$ cat config.mk
export PLATFORM = sky130hd
export DESIGN_NAME = round_robin_run_queue
export DESIGN_NICKNAME = d
export VERILOG_FILES = /design/src/rtl/rrq_pkg.sv /design/src/rtl/rrq_ctrl.sv /design/src/rtl/rrq_datapath.sv /design/src/rtl/round_robin_run_queue.sv
export VERILOG_INCLUDE_DIRS = /design/src /design/src/rtl
export SDC_FILE = /design/constraint.sdc
export NUM_CORES = 2
export LEC_CHECK = 0
export CAP_MARGIN = 20
export CORE_ASPECT_RATIO = 0.7
export CORE_UTILIZATION = 34
export DETAILED_ROUTE_END_ITERATION = 16
export DONT_BUFFER_PORTS = 1
export PLACE_DENSITY_LB_ADDON = 0.1
export SLEW_MARGIN = 20
export SYNTH_ARGS = -nofsm -noshare
export SYNTH_HDL_FRONTEND = slang
export SYNTH_HIERARCHICAL = 1
export SYNTH_SLANG_ARGS = --single-unit
$ cat constraint.sdc
create_clock -name clk -period 7 [get_ports clk]
set_input_delay 0.35 -clock clk [delete_from_list [all_inputs] [get_ports clk]]
set_output_delay 0.35 -clock clk [all_outputs]
set_load 0.03 [all_outputs]
$ cat src/rtl/round_robin_run_queue_macros.svh
// Assertion macros used by the run queue top level.
`ifndef ROUND_ROBIN_RUN_QUEUE_MACROS_SVH
`define ROUND_ROBIN_RUN_QUEUE_MACROS_SVH

// Same-cycle implication, checked out of reset.
`define RRQ_ASSERT_IMPL(label, ante, cons) \
  label: assert property (@(posedge clk) disable iff (!rst_n) (ante) |-> (cons)) \
    else $error("run queue check failed");

// Next-cycle implication, checked out of reset.
`define RRQ_ASSERT_NEXT(label, ante, cons) \
  label: assert property (@(posedge clk) disable iff (!rst_n) (ante) |=> (cons)) \
    else $error("run queue check failed");

`endif

$ cat src/rtl/rrq_pkg.sv
package rrq_pkg;

  localparam int MAX_TASKS = 64;
  localparam int TASK_W    = 6;
  localparam int SLICE_W   = 16;
  localparam int CNT_W     = 7;
  localparam int CMD_W     = 3;
  localparam int STAT_W    = 2;

  localparam logic [SLICE_W-1:0] SLICE_RESET = 16'd10;

  // command codes
  localparam logic [CMD_W-1:0] CMD_ENQ    = 3'd0;
  localparam logic [CMD_W-1:0] CMD_DEQ    = 3'd1;
  localparam logic [CMD_W-1:0] CMD_PICK   = 3'd2;
  localparam logic [CMD_W-1:0] CMD_TICK   = 3'd3;
  localparam logic [CMD_W-1:0] CMD_YIELD  = 3'd4;
  localparam logic [CMD_W-1:0] CMD_RELOAD = 3'd5;

  // result status codes
  localparam logic [STAT_W-1:0] ST_OK     = 2'd0;
  localparam logic [STAT_W-1:0] ST_QUEUED = 2'd1;
  localparam logic [STAT_W-1:0] ST_ABSENT = 2'd2;
  localparam logic [STAT_W-1:0] ST_EMPTY  = 2'd3;

  typedef struct packed {
    logic [CMD_W-1:0]  cmd;
    logic [TASK_W-1:0] task_id;
    logic              task_is_rr;
  } in_item_t;

  typedef struct packed {
    logic              picked_valid;
    logic [TASK_W-1:0] picked_task;
    logic              need_resched;
    logic [STAT_W-1:0] status;
    logic [CNT_W-1:0]  queue_count;
  } out_item_t;

  // controller -> datapath
  typedef struct packed {
    logic accept;
    logic rd_en;
    logic exec;
    logic append;
    logic load_out;
  } ctrl_t;

  // datapath -> controller
  typedef struct packed {
    logic go_append;
  } dp_stat_t;

endpackage

$ cat src/rtl/rrq_ctrl.sv
module rrq_ctrl (
  input  logic              clk,
  input  logic              rst_n,
  input  logic              in_valid,
  output logic              in_stall,
  output logic              out_valid,
  input  logic              out_stall,
  input  rrq_pkg::dp_stat_t stat,
  output rrq_pkg::ctrl_t    ctrl
);

  typedef enum logic [4:0] {
    S_IDLE   = 5'b00001,
    S_READ   = 5'b00010,
    S_EXEC   = 5'b00100,
    S_APPEND = 5'b01000,
    S_DONE   = 5'b10000
  } state_t;

  state_t state_r, state_nxt;
  logic   out_valid_r, out_valid_nxt;

  always_comb begin
    state_nxt = state_r;
    ctrl      = '0;
    case (state_r)
      S_IDLE: begin
        if (in_valid) begin
          ctrl.accept = 1'b1;
          state_nxt   = S_READ;
        end
      end
      S_READ: begin
        ctrl.rd_en = 1'b1;
        state_nxt  = S_EXEC;
      end
      S_EXEC: begin
        ctrl.exec = 1'b1;
        state_nxt = stat.go_append ? S_APPEND : S_DONE;
      end
      S_APPEND: begin
        ctrl.append = 1'b1;
        state_nxt   = S_DONE;
      end
      S_DONE: begin
        // wait for the output slot to drain
        if (!out_valid_r || !out_stall) begin
          ctrl.load_out = 1'b1;
          state_nxt     = S_IDLE;
        end
      end
      default: state_nxt = S_IDLE;
    endcase
  end

  always_comb begin
    if (ctrl.load_out) begin
      out_valid_nxt = 1'b1;
    end else begin
      out_valid_nxt = out_valid_r & out_stall;
    end
  end

  always_ff @(posedge clk) begin
    if (!rst_n) begin
      state_r     <= S_IDLE;
      out_valid_r <= 1'b0;
    end else begin
      state_r     <= state_nxt;
      out_valid_r <= out_valid_nxt;
    end
  end

  assign in_stall  = (state_r != S_IDLE);
  assign out_valid = out_valid_r;

endmodule

$ cat src/rtl/rrq_datapath.sv
module rrq_datapath (
  input  logic                         clk,
  input  logic                         rst_n,
  input  rrq_pkg::ctrl_t               ctrl,
  output rrq_pkg::dp_stat_t            stat,
  input  rrq_pkg::in_item_t            in_data,
  output rrq_pkg::out_item_t           out_data,
  input  logic                         cfg_we,
  input  logic [rrq_pkg::SLICE_W-1:0]  cfg_data
);

  // link and slice stores, no reset
  logic [rrq_pkg::TASK_W-1:0]  next_mem  [rrq_pkg::MAX_TASKS];
  logic [rrq_pkg::TASK_W-1:0]  prev_mem  [rrq_pkg::MAX_TASKS];
  logic [rrq_pkg::SLICE_W-1:0] slice_mem [rrq_pkg::MAX_TASKS];

  logic [rrq_pkg::TASK_W-1:0]  rd_next_r, rd_prev_r;
  logic [rrq_pkg::SLICE_W-1:0] rd_slice_r;

  rrq_pkg::in_item_t  item_r;
  rrq_pkg::out_item_t out_r;

  logic [rrq_pkg::SLICE_W-1:0]   slice_ticks_r;
  logic [rrq_pkg::TASK_W-1:0]    head_r, head_nxt;
  logic [rrq_pkg::TASK_W-1:0]    tail_r, tail_nxt;
  logic [rrq_pkg::CNT_W-1:0]     count_r, count_nxt;
  logic [rrq_pkg::MAX_TASKS-1:0] mark_r, mark_nxt;

  logic                        pv_r, pv_nxt;
  logic [rrq_pkg::TASK_W-1:0]  pt_r, pt_nxt;
  logic                        nr_r, nr_nxt;
  logic [rrq_pkg::STAT_W-1:0]  st_r, st_nxt;

  logic                        next_we, prev_we, slice_we;
  logic [rrq_pkg::TASK_W-1:0]  next_wa, next_wd, prev_wa, prev_wd, slice_wa;
  logic [rrq_pkg::SLICE_W-1:0] slice_wd;

  logic [rrq_pkg::TASK_W-1:0] tid;
  logic                       marked;
  logic                       can_move;
  logic                       do_unlink;
  logic [rrq_pkg::CNT_W-1:0]  cnt_dec;

  assign tid      = item_r.task_id;
  assign marked   = mark_r[tid];
  // a queued task rotates only if it is not already last and not alone
  assign can_move = marked && (count_r > 7'd1) && (tail_r != tid);
  assign cnt_dec  = count_r - 7'd1;

  always_comb begin
    head_nxt       = head_r;
    tail_nxt       = tail_r;
    count_nxt      = count_r;
    mark_nxt       = mark_r;
    pv_nxt         = pv_r;
    pt_nxt         = pt_r;
    nr_nxt         = nr_r;
    st_nxt         = st_r;
    next_we        = 1'b0;
    next_wa        = '0;
    next_wd        = '0;
    prev_we        = 1'b0;
    prev_wa        = '0;
    prev_wd        = '0;
    slice_we       = 1'b0;
    slice_wa       = tid;
    slice_wd       = slice_ticks_r;
    do_unlink      = 1'b0;
    stat.go_append = 1'b0;

    if (ctrl.accept) begin
      pv_nxt = 1'b0;
      pt_nxt = '0;
      nr_nxt = 1'b0;
      st_nxt = rrq_pkg::ST_OK;
    end

    if (ctrl.exec) begin
      case (item_r.cmd)
        rrq_pkg::CMD_ENQ: begin
          if (marked) begin
            st_nxt = rrq_pkg::ST_QUEUED;
          end else begin
            slice_we       = 1'b1;
            stat.go_append = 1'b1;
          end
        end
        rrq_pkg::CMD_DEQ: begin
          if (marked) begin
            do_unlink = 1'b1;
          end else begin
            st_nxt = rrq_pkg::ST_ABSENT;
          end
        end
        rrq_pkg::CMD_PICK: begin
          if (count_r == '0) begin
            st_nxt = rrq_pkg::ST_EMPTY;
          end else begin
            pv_nxt = 1'b1;
            pt_nxt = head_r;
          end
        end
        rrq_pkg::CMD_TICK: begin
          if (item_r.task_is_rr) begin
            slice_we = 1'b1;
            if (rd_slice_r > 16'd1) begin
              slice_wd = rd_slice_r - 16'd1;
            end else begin
              // slice expired: reload and rotate
              nr_nxt         = 1'b1;
              do_unlink      = can_move;
              stat.go_append = can_move;
            end
          end
        end
        rrq_pkg::CMD_YIELD: begin
          if (!marked) begin
            st_nxt = rrq_pkg::ST_ABSENT;
          end else begin
            do_unlink      = can_move;
            stat.go_append = can_move;
          end
        end
        rrq_pkg::CMD_RELOAD: begin
          slice_we = 1'b1;
        end
        default: ;
      endcase

      if (do_unlink) begin
        if (head_r == tid) begin
          head_nxt = rd_next_r;
        end else begin
          next_we = 1'b1;
          next_wa = rd_prev_r;
          next_wd = rd_next_r;
        end
        if (tail_r == tid) begin
          tail_nxt = rd_prev_r;
        end else begin
          prev_we = 1'b1;
          prev_wa = rd_next_r;
          prev_wd = rd_prev_r;
        end
        mark_nxt[tid] = 1'b0;
        count_nxt     = cnt_dec;
        if (cnt_dec == '0) begin
          head_nxt = '0;
          tail_nxt = '0;
        end
      end
    end

    if (ctrl.append) begin
      if (count_r == '0) begin
        head_nxt = tid;
      end else begin
        next_we = 1'b1;
        next_wa = tail_r;
        next_wd = tid;
        prev_we = 1'b1;
        prev_wa = tid;
        prev_wd = tail_r;
      end
      tail_nxt      = tid;
      mark_nxt[tid] = 1'b1;
      count_nxt     = count_r + 7'd1;
    end
  end

  always_ff @(posedge clk) begin
    if (next_we) begin
      next_mem[next_wa] <= next_wd;
    end
    if (ctrl.rd_en) begin
      rd_next_r <= next_mem[tid];
    end
  end

  always_ff @(posedge clk) begin
    if (prev_we) begin
      prev_mem[prev_wa] <= prev_wd;
    end
    if (ctrl.rd_en) begin
      rd_prev_r <= prev_mem[tid];
    end
  end

  always_ff @(posedge clk) begin
    if (slice_we) begin
      slice_mem[slice_wa] <= slice_wd;
    end
    if (ctrl.rd_en) begin
      rd_slice_r <= slice_mem[tid];
    end
  end

  always_ff @(posedge clk) begin
    if (!rst_n) begin
      slice_ticks_r <= rrq_pkg::SLICE_RESET;
      head_r        <= '0;
      tail_r        <= '0;
      count_r       <= '0;
      mark_r        <= '0;
    end else begin
      if (cfg_we) begin
        slice_ticks_r <= cfg_data;
      end
      head_r  <= head_nxt;
      tail_r  <= tail_nxt;
      count_r <= count_nxt;
      mark_r  <= mark_nxt;
    end
  end

  always_ff @(posedge clk) begin
    pv_r <= pv_nxt;
    pt_r <= pt_nxt;
    nr_r <= nr_nxt;
    st_r <= st_nxt;
    if (ctrl.accept) begin
      item_r <= in_data;
    end
    if (ctrl.load_out) begin
      out_r.picked_valid <= pv_r;
      out_r.picked_task  <= pt_r;
      out_r.need_resched <= nr_r;
      out_r.status       <= st_r;
      out_r.queue_count  <= count_r;
    end
  end

  assign out_data = out_r;

endmodule

$ cat src/rtl/round_robin_run_queue.sv
// Round-robin run queue: task ids 0..63 held in one FIFO built as a doubly
// linked list, with a 16-bit time slice per task. One command beat in, one
// result beat out. A command steps through IDLE, READ, EXEC and DONE; an
// enqueue that links in a new task, and a tick or yield that rotates the
// task to the tail, also pass through APPEND, as the link and slice memories
// are read through a register and take one write per link memory per cycle:
// unlinking and re-linking at the tail each need their own write cycle.
// A finished result waits in the output register while the next command is
// taken; that command then holds until the register drains. The link and
// slice memories are not cleared; in the datapath only the queued flags,
// head, tail, count and slice_ticks are reset: ready straight after reset.
// cfg_data sets slice_ticks and is always taken; write it only while idle.
`include "round_robin_run_queue_macros.svh"

module round_robin_run_queue (
  input  logic                        clk,
  input  logic                        rst_n,
  input  logic                        in_valid,
  output logic                        in_stall,
  input  rrq_pkg::in_item_t           in_data,
  output logic                        out_valid,
  input  logic                        out_stall,
  output rrq_pkg::out_item_t          out_data,
  input  logic                        cfg_valid,
  output logic                        cfg_ready,
  input  logic [rrq_pkg::SLICE_W-1:0] cfg_data
);

  rrq_pkg::ctrl_t    ctrl;
  rrq_pkg::dp_stat_t stat;

  assign cfg_ready = 1'b1;

  rrq_ctrl u_ctrl (
    .clk       (clk),
    .rst_n     (rst_n),
    .in_valid  (in_valid),
    .in_stall  (in_stall),
    .out_valid (out_valid),
    .out_stall (out_stall),
    .stat      (stat),
    .ctrl      (ctrl)
  );

  rrq_datapath u_dp (
    .clk      (clk),
    .rst_n    (rst_n),
    .ctrl     (ctrl),
    .stat     (stat),
    .in_data  (in_data),
    .out_data (out_data),
    .cfg_we   (cfg_valid & cfg_ready),
    .cfg_data (cfg_data)
  );

  `RRQ_ASSERT_NEXT(a_busy_after_accept, in_valid && !in_stall, in_stall)
  `RRQ_ASSERT_IMPL(a_count_range, out_valid, out_data.queue_count <= 7'd64)
  `RRQ_ASSERT_IMPL(a_pick_ok, out_valid && out_data.picked_valid, out_data.status == rrq_pkg::ST_OK)
  `RRQ_ASSERT_IMPL(a_resched_no_pick, out_valid && out_data.need_resched, !out_data.picked_valid)

endmodule
---- After elaboration in Yosys (flattened, before gate mapping) ----
Memories as Yosys holds them, arrays and structs flattened. A register that Yosys moved wholly into a read port is not among the register bits.
Cells that the tools add are included.
W data, S select, Z words.
word-level totals
  flip-flop bits (word level) ............. 142
  memory bits (writable) .................. 1792
  bits of input ports ..................... 31
  output and inout port bits .............. 20
  logic and storage cells ................. 169
  memories kept ........................... 3
memory list
  memory          words  bits a word  rd ports  clocked after memory_dff  write ports  RTL line            RTL
  u_dp.slice_mem  64     16           1         1                         1            rrq_datapath.sv:15  logic [rrq_pkg::SLICE_W-1:0] slice_mem [rrq_pkg::MAX_TASKS];
  u_dp.next_mem   64     6            1         1                         1            rrq_datapath.sv:13  logic [rrq_pkg::TASK_W-1:0] next_mem [rrq_pkg::MAX_TASKS];
  u_dp.prev_mem   64     6            1         1                         1            rrq_datapath.sv:14  logic [rrq_pkg::TASK_W-1:0] prev_mem [rrq_pkg::MAX_TASKS];
operators by class
  add/subtract/negate cells ............... 3
  $lt $le $gt $ge ......................... 4
  equal/unequal tests ..................... 16
  mux-type cells .......................... 104
  bitwise logic cells ..................... 4
  reduce and logical (&&, ||, !) cells .... 16
operator list
  operator                 number
  $mux W6                  35
  $mux W64                 3
  $and A64 B64 Y64         1
  $mux W16                 4
  $not A64 Y64             1
  $or A64 B64 Y64          1
  $mux W1                  44
  $pmux W5 S5              1
  $mux W7                  3
  $gt A16 B1 Y1 const B    1
  $sub A16 B1 Y16 const B  1
  $mux W5                  3
  $logic_not A7 Y1         2
  $eq A6 B6 Y1             2
  $mux W2                  5
  $pmux W1 S3              3
  $add A7 B1 Y7 const B    1
  $gt A7 B1 Y1 const B     1
  $lt A6 B7 Y1 const B     1
  $sub A7 B1 Y7 const B    1
  $bmux W1 S6              1
  $demux W1 S6             1
  $eq A3 B2 Y1 const B     2
  $eq A3 B3 Y1 const B     2
  other kinds (22)         27

---- Logic depth before layout (Yosys ltp) ----
  depth in word-level cells ............... 14
  depth in mapped cells ................... 14
  depth with buffers taken out ............ 10

---- Modules after synthesis ----
The synthesis kept the hierarchy.
by module, submodules not included
  module                 times used  cells each  area an instance (sq um)  sequential area each (sq um)
  rrq_datapath           1           4596        74989.4                   57645.3
  rrq_ctrl               1           36          317.8                     120.1
  round_robin_run_queue  1           2           11.3                      0.0

---- Least setup slack after synthesis ----
No wires, ideal clock.
  kind .................................... register -> register
  start ................................... register u_ctrl.state_r[1]
  end ..................................... memory u_dp/slice_mem[0][14] (netlist name), data pin
  setup time .............................. 0.702 ns
  arrival ................................. 4.427 ns
  required time ........................... 6.298 ns
  slack ................................... 1.872 ns
  cell stages (with the launch flop) ...... 8
  path buffers ............................ 2
  period minus slack after synthesis ...... 5.128 ns
  cells stage by stage .................... dfxtp_1 -> or3_4 -> nor3b_4 -> clkbuf_1 -> nor2b_1 -> o211ai_1 -> clkbuf_1 -> o21ai_0
RTL lines
  what                    RTL line            RTL
  start, declared         rrq_ctrl.sv:20      state_t state_r, state_nxt;
  start signal, assigned  rrq_ctrl.sv:69      state_r <= state_nxt;
  end, declared           rrq_datapath.sv:15

---- Final worst setup path ----
  start ................................... register u_dp.item_r, in the netlist u_dp/slice_wa[5]
  end ..................................... memory u_dp/next_mem[9][0] (netlist name) (enable)
between the ends
  longest elaborated chain between the ends .. 14
  elaborated cells on any way between the ends .. 24
  classes of those cells .................. 2 x eq/ne; 20 x mux; 2 x reduce/logical
ends and longest elaborated chain
  what                              RTL line             RTL
  start, declared                   rrq_datapath.sv:20   rrq_pkg::in_item_t item_r;
  start signal, assigned            rrq_datapath.sv:222  item_r <= in_data;
  $bmux W1 S6                       rrq_datapath.sv:45   assign marked = mark_r[tid];
  $mux W1 (implied by the code)     rrq_datapath.sv:45
  $logic_and A1 B1 Y1 (2 in a row)  rrq_datapath.sv:47   assign can_move = marked && (count_r > 7'd1) && (tail_r != tid);
  $mux W1                           rrq_datapath.sv:106  if (rd_slice_r > 16'd1) begin
  $mux W1                           rrq_datapath.sv:104  if (item_r.task_is_rr) begin
  $pmux W1 S3                       rrq_datapath.sv:79   case (item_r.cmd)
  $mux W1                           rrq_datapath.sv:78   if (ctrl.exec) begin
  $mux W1                           rrq_datapath.sv:130  if (do_unlink) begin
  $mux W1                           rrq_datapath.sv:78
  $mux W1                           rrq_datapath.sv:155  if (count_r == '0) begin
  $mux W1                           rrq_datapath.sv:154  if (ctrl.append) begin
  $mux W1                           rrq_datapath.sv:172  if (next_we) begin
  $mux W1 (implied by the code)     rrq_datapath.sv:173  next_mem[next_wa] <= next_wd;
  end, declared                     rrq_datapath.sv:13
Parallel ways exist; a longest one is shown, timed or not. The select of a mux whose other input is x is not followed.

==> summary.json <==
{
  "status": {
    "run_status": "finished, violations left",
    "failed_checks": "design-rule violations"
  },
  "worst_setup_path": {
    "worstPathMaxFanout": 25,
    "reg2reg_setup_slack_ps": 1730,
    "crit_path_start_kind": "flop",
    "crit_required_ps": 7470,
    "crit_path_end_kind": "flop",
    "timing.setup.critical_path_class": "reg -> reg",
    "cp.arrival_ps": 5750
  },
  "pwr": {
    "p_int_mw": 18.8,
    "cellPowerDensity_nw_per_um2": 286,
    "swShare_pct": 23.3,
    "power.static_leakage_nw": 24.6,
    "power.combinational.fraction_pct": 6.7,
    "ir_drop_worst_case_vdd_mv": 0.176,
    "power_frac_clock_pct": 41.0,
    "register_share_of_total_power_pct": 52.3,
    "power_mw": 24.5,
    "power.switching_mw": 5.71
  },
  "flow_run": {
    "maxCapViolCount": 0
  },
  "placed_design": {
    "gp_congestion": 0.810,
    "dp_hpwl_um": 159000,
    "port_buffers": 0,
    "pre_cts_slack_ps": 1860
  },
  "timing": {
    "slew_headroom_pct": 19.0,
    "tightest_slew_ps": 1200,
    "max_slew_vio_count": 0,
    "setup_skew_after_layout_ps": 56.1,
    "max_freq_ghz": 0.190,
    "fin_crit_sh_pct": 75.3,
    "final_hold_viol_count": 0,
    "final_setup_viols": 0,
    "rsz0062_at_grt": "no",
    "worst_slack_ps": 1730,
    "final.hold.worst_slack_ps": 154,
    "tns_setup_ps": 0,
    "min_period_ps": 5270
  },
  "route": {
    "wirelength_um": 267000,
    "ant_nets": 0,
    "drc": 1,
    "detail_route.iter0.violations": 5776,
    "via_count_of_the_routed_design": 45744,
    "via_per_inst": 5.91,
    "drt_pre_antenna_iters": 12,
    "wl_per_cell_um": 34.5
  },
  "layout": {
    "final_antenna_diode_count": 0,
    "nets_finish": 4718,
    "post_route_cells_drive_above_1_share_pct": 11.9,
    "layout_common_cells": "sky130_fd_sc_hd__edfxtp_1 (1847), sky130_fd_sc_hd__a22oi_1 (492), sky130_fd_sc_hd__nor2_1 (196)",
    "fin_util_pct": 38.9,
    "final_common_cell": "sky130_fd_sc_hd__edfxtp_1",
    "area_growth_syn_to_layout_pct": 13.8
  },
  "synth": {
    "synth.yosys.seq_area_share_pct": 76.7,
    "synth_flop_cell": "sky130_fd_sc_hd__edfxtp_1",
    "synth_seq_cells": 1962,
    "syn_area_um2": 75300,
    "synth.largest_area_cell": "sky130_fd_sc_hd__edfxtp_1",
    "synth_async_sr_flop_share_pct": 0,
    "post_syn_instances": 4634,
    "synth_nets": 4672,
    "synth_enable_flop_cells": 1847,
    "yosysWarningCount": 6,
    "netlist.area_leader.share_pct": 73.6,
    "synthTopCellsByArea": "sky130_fd_sc_hd__edfxtp_1 (74%), sky130_fd_sc_hd__a22oi_1 (4.9%), sky130_fd_sc_hd__dfxtp_1 (3.1%), sky130_fd_sc_hd__a221oi_1 (2.1%), sky130_fd_sc_hd__a22o_1 (1.7%)",
    "synth.lib_cells_used.distinct": 87,
    "synth.avg_cell_area_um2": 16.3
  },
  "global_routing": {
    "gr-total-overflow": 0,
    "globalRouteMet3Util_pct": 3.02,
    "grtUsageMet2_pct": 34.9,
    "grt_pass1_wl_um": 369000,
    "antenna_violations_before_repair": 10,
    "global_route.peak_usage_layer": "met1",
    "grt_start_max_net_pins": 99,
    "globalRouteTotalUtil_pct": 23.4,
    "use_met1_pct": 36.3,
    "first_global_vias": 43298
  },
  "clock_network": {
    "tritoncts_num_sinks": 1962,
    "worst_skew_pair.late_latency_ps": 860,
    "cts_buffer_depth": 4,
    "cts_tree": "yes",
    "cts.root.buffer_cell": "sky130_fd_sc_hd__clkbuf_16",
    "cts_made_buffers": 193,
    "ctsHtreeMaxLevel": 4,
    "clk_pin_slew_worst_paths_ps": 60,
    "postCtsSetupRepairBufs": 0
  },
  "worst_hold_path": {
    "worstHoldPathType": "in -> reg"
  },
  "die": {
    "die_area_um2": 223000,
    "initial_core_util_pct": 34.2,
    "std_cell_rows": 144,
    "coreArea_um2": 220000,
    "die_width_um": 565,
    "die_h_um": 396,
    "top_level_ports": 51
  }
}
-- metal layers --
layer  vias to the layer above  share of wire [%]
li1                      19109                  -
met1                     24439                 47
met2                      1906                 44
met3                       290                6.6
met4                         0                1.8
met5                         -                  0
-- worst max-delay path: stages (launching register included) --
cell	delay (ps)
sky130_fd_sc_hd__edfxtp_1	500
sky130_fd_sc_hd__buf_4	590
sky130_fd_sc_hd__nand2b_1	210
sky130_fd_sc_hd__nor2_4	270
sky130_fd_sc_hd__buf_4	460
sky130_fd_sc_hd__nand3_1	160
sky130_fd_sc_hd__nand4b_1	280
sky130_fd_sc_hd__o21ai_4	280
sky130_fd_sc_hd__o32ai_1	910
sky130_fd_sc_hd__nand2_1	440
sky130_fd_sc_hd__nor2_1	720
-- state kept, by name, summed over array words and instances (netlist names), 7 cells and up --
| signal | cells |
|---|---|
| u_dp/slice_ticks_r | 16 |
| u_dp/mark_r | 64 |
| u_dp/out_data | 17 |
| u_dp/count_r | 7 |
| u_dp/rd_slice_r | 16 |
| u_dp/prev_mem | 384 |
| u_dp/next_mem | 384 |
| u_dp/slice_mem | 1024 |
-- synth_stat cells, drive strengths merged, types with 12 or more instances --
cell type / n
a211oi: 16
a21boi: 66
a21oi: 101
a221oi: 177
a22o: 145
a22oi: 492
a31oi: 127
and2: 12
and3: 19
and4: 39
buf: 159
clkbuf: 200
dfxtp: 115
edfxtp: 1847
mux2: 32
mux2i: 88
mux4: 12
nand2: 138
nand2b: 14
nand3: 111
nand4: 50
nor2: 206
nor2b: 33
nor3: 58
nor4: 25
o211ai: 19
o21ai: 102
o31ai: 64
or3: 13
xnor2: 13
xor2: 20
-- what timing repair did --
action,4_1_cts,5_1_grt
endpoints found under the hold margin,142,0
resized for setup,0,0
hold buffers,46,0
-- cell families (layout without fill, tap and decap cells) --
group | Yosys count | count (layout) | share of synthesized area (%)
AOI/OAI and AO/OA | 1378 | 1378 | 13.7
xor gates and xnor gates | 33 | 33 | 0.384
adders and majority gates | 7 | 7 | 0.116
buffers and inverters | 370 | 552 | 2.04
DFF | 1962 | 1962 | 76.7
muxes | 132 | 132 | 2.01
other | 1 | 1 | 0.00498
and+or+nand+nor | 751 | 751 | 5.08
-- final timing paths --
check,startpoint,to,cells after the start
worst max-delay path,u_dp/slice_wa[5],u_dp/next_mem[9][0],10
worst max register to register,u_dp/slice_wa[5],u_dp/next_mem[9][0],10
worst min register to register,u_dp/pt_r[5],u_dp/out_data[15],0
worst min-delay path,in_data[9],u_dp/item_r[9],1
-- stage by stage --
stage                     cells  instance area [µm²]
after global routing       7736                85700
after detailed placement   7359                79400
after CTS                  7736                85700
after global placement     7358                79300
final                      7736                85700
after floorplan            4634                75300
-- power by group through the flow --
stage / clock network, mW / logic, mW / registers (mW)
after global placement: 0 / 1.61 / 13.1
final: 10.1 / 1.65 / 12.8
after detailed placement: 0 / 1.60 / 13.1
after global routing: 10.6 / 1.71 / 12.8
after floorplan: 0 / 0.818 / 13.1
after CTS: 10.2 / 1.64 / 12.8
-- area by class of cell --
type,instances,area (µm²)
timing repair buffer,210,1880
inverter,11,41.3
sequential,1962,57800
clock buffer,249,5160
clock inverter,82,692
fill,20247,134000
tap,2920,3650
multi-input combinational,2302,16500
Power figures use the tool's default switching activity.
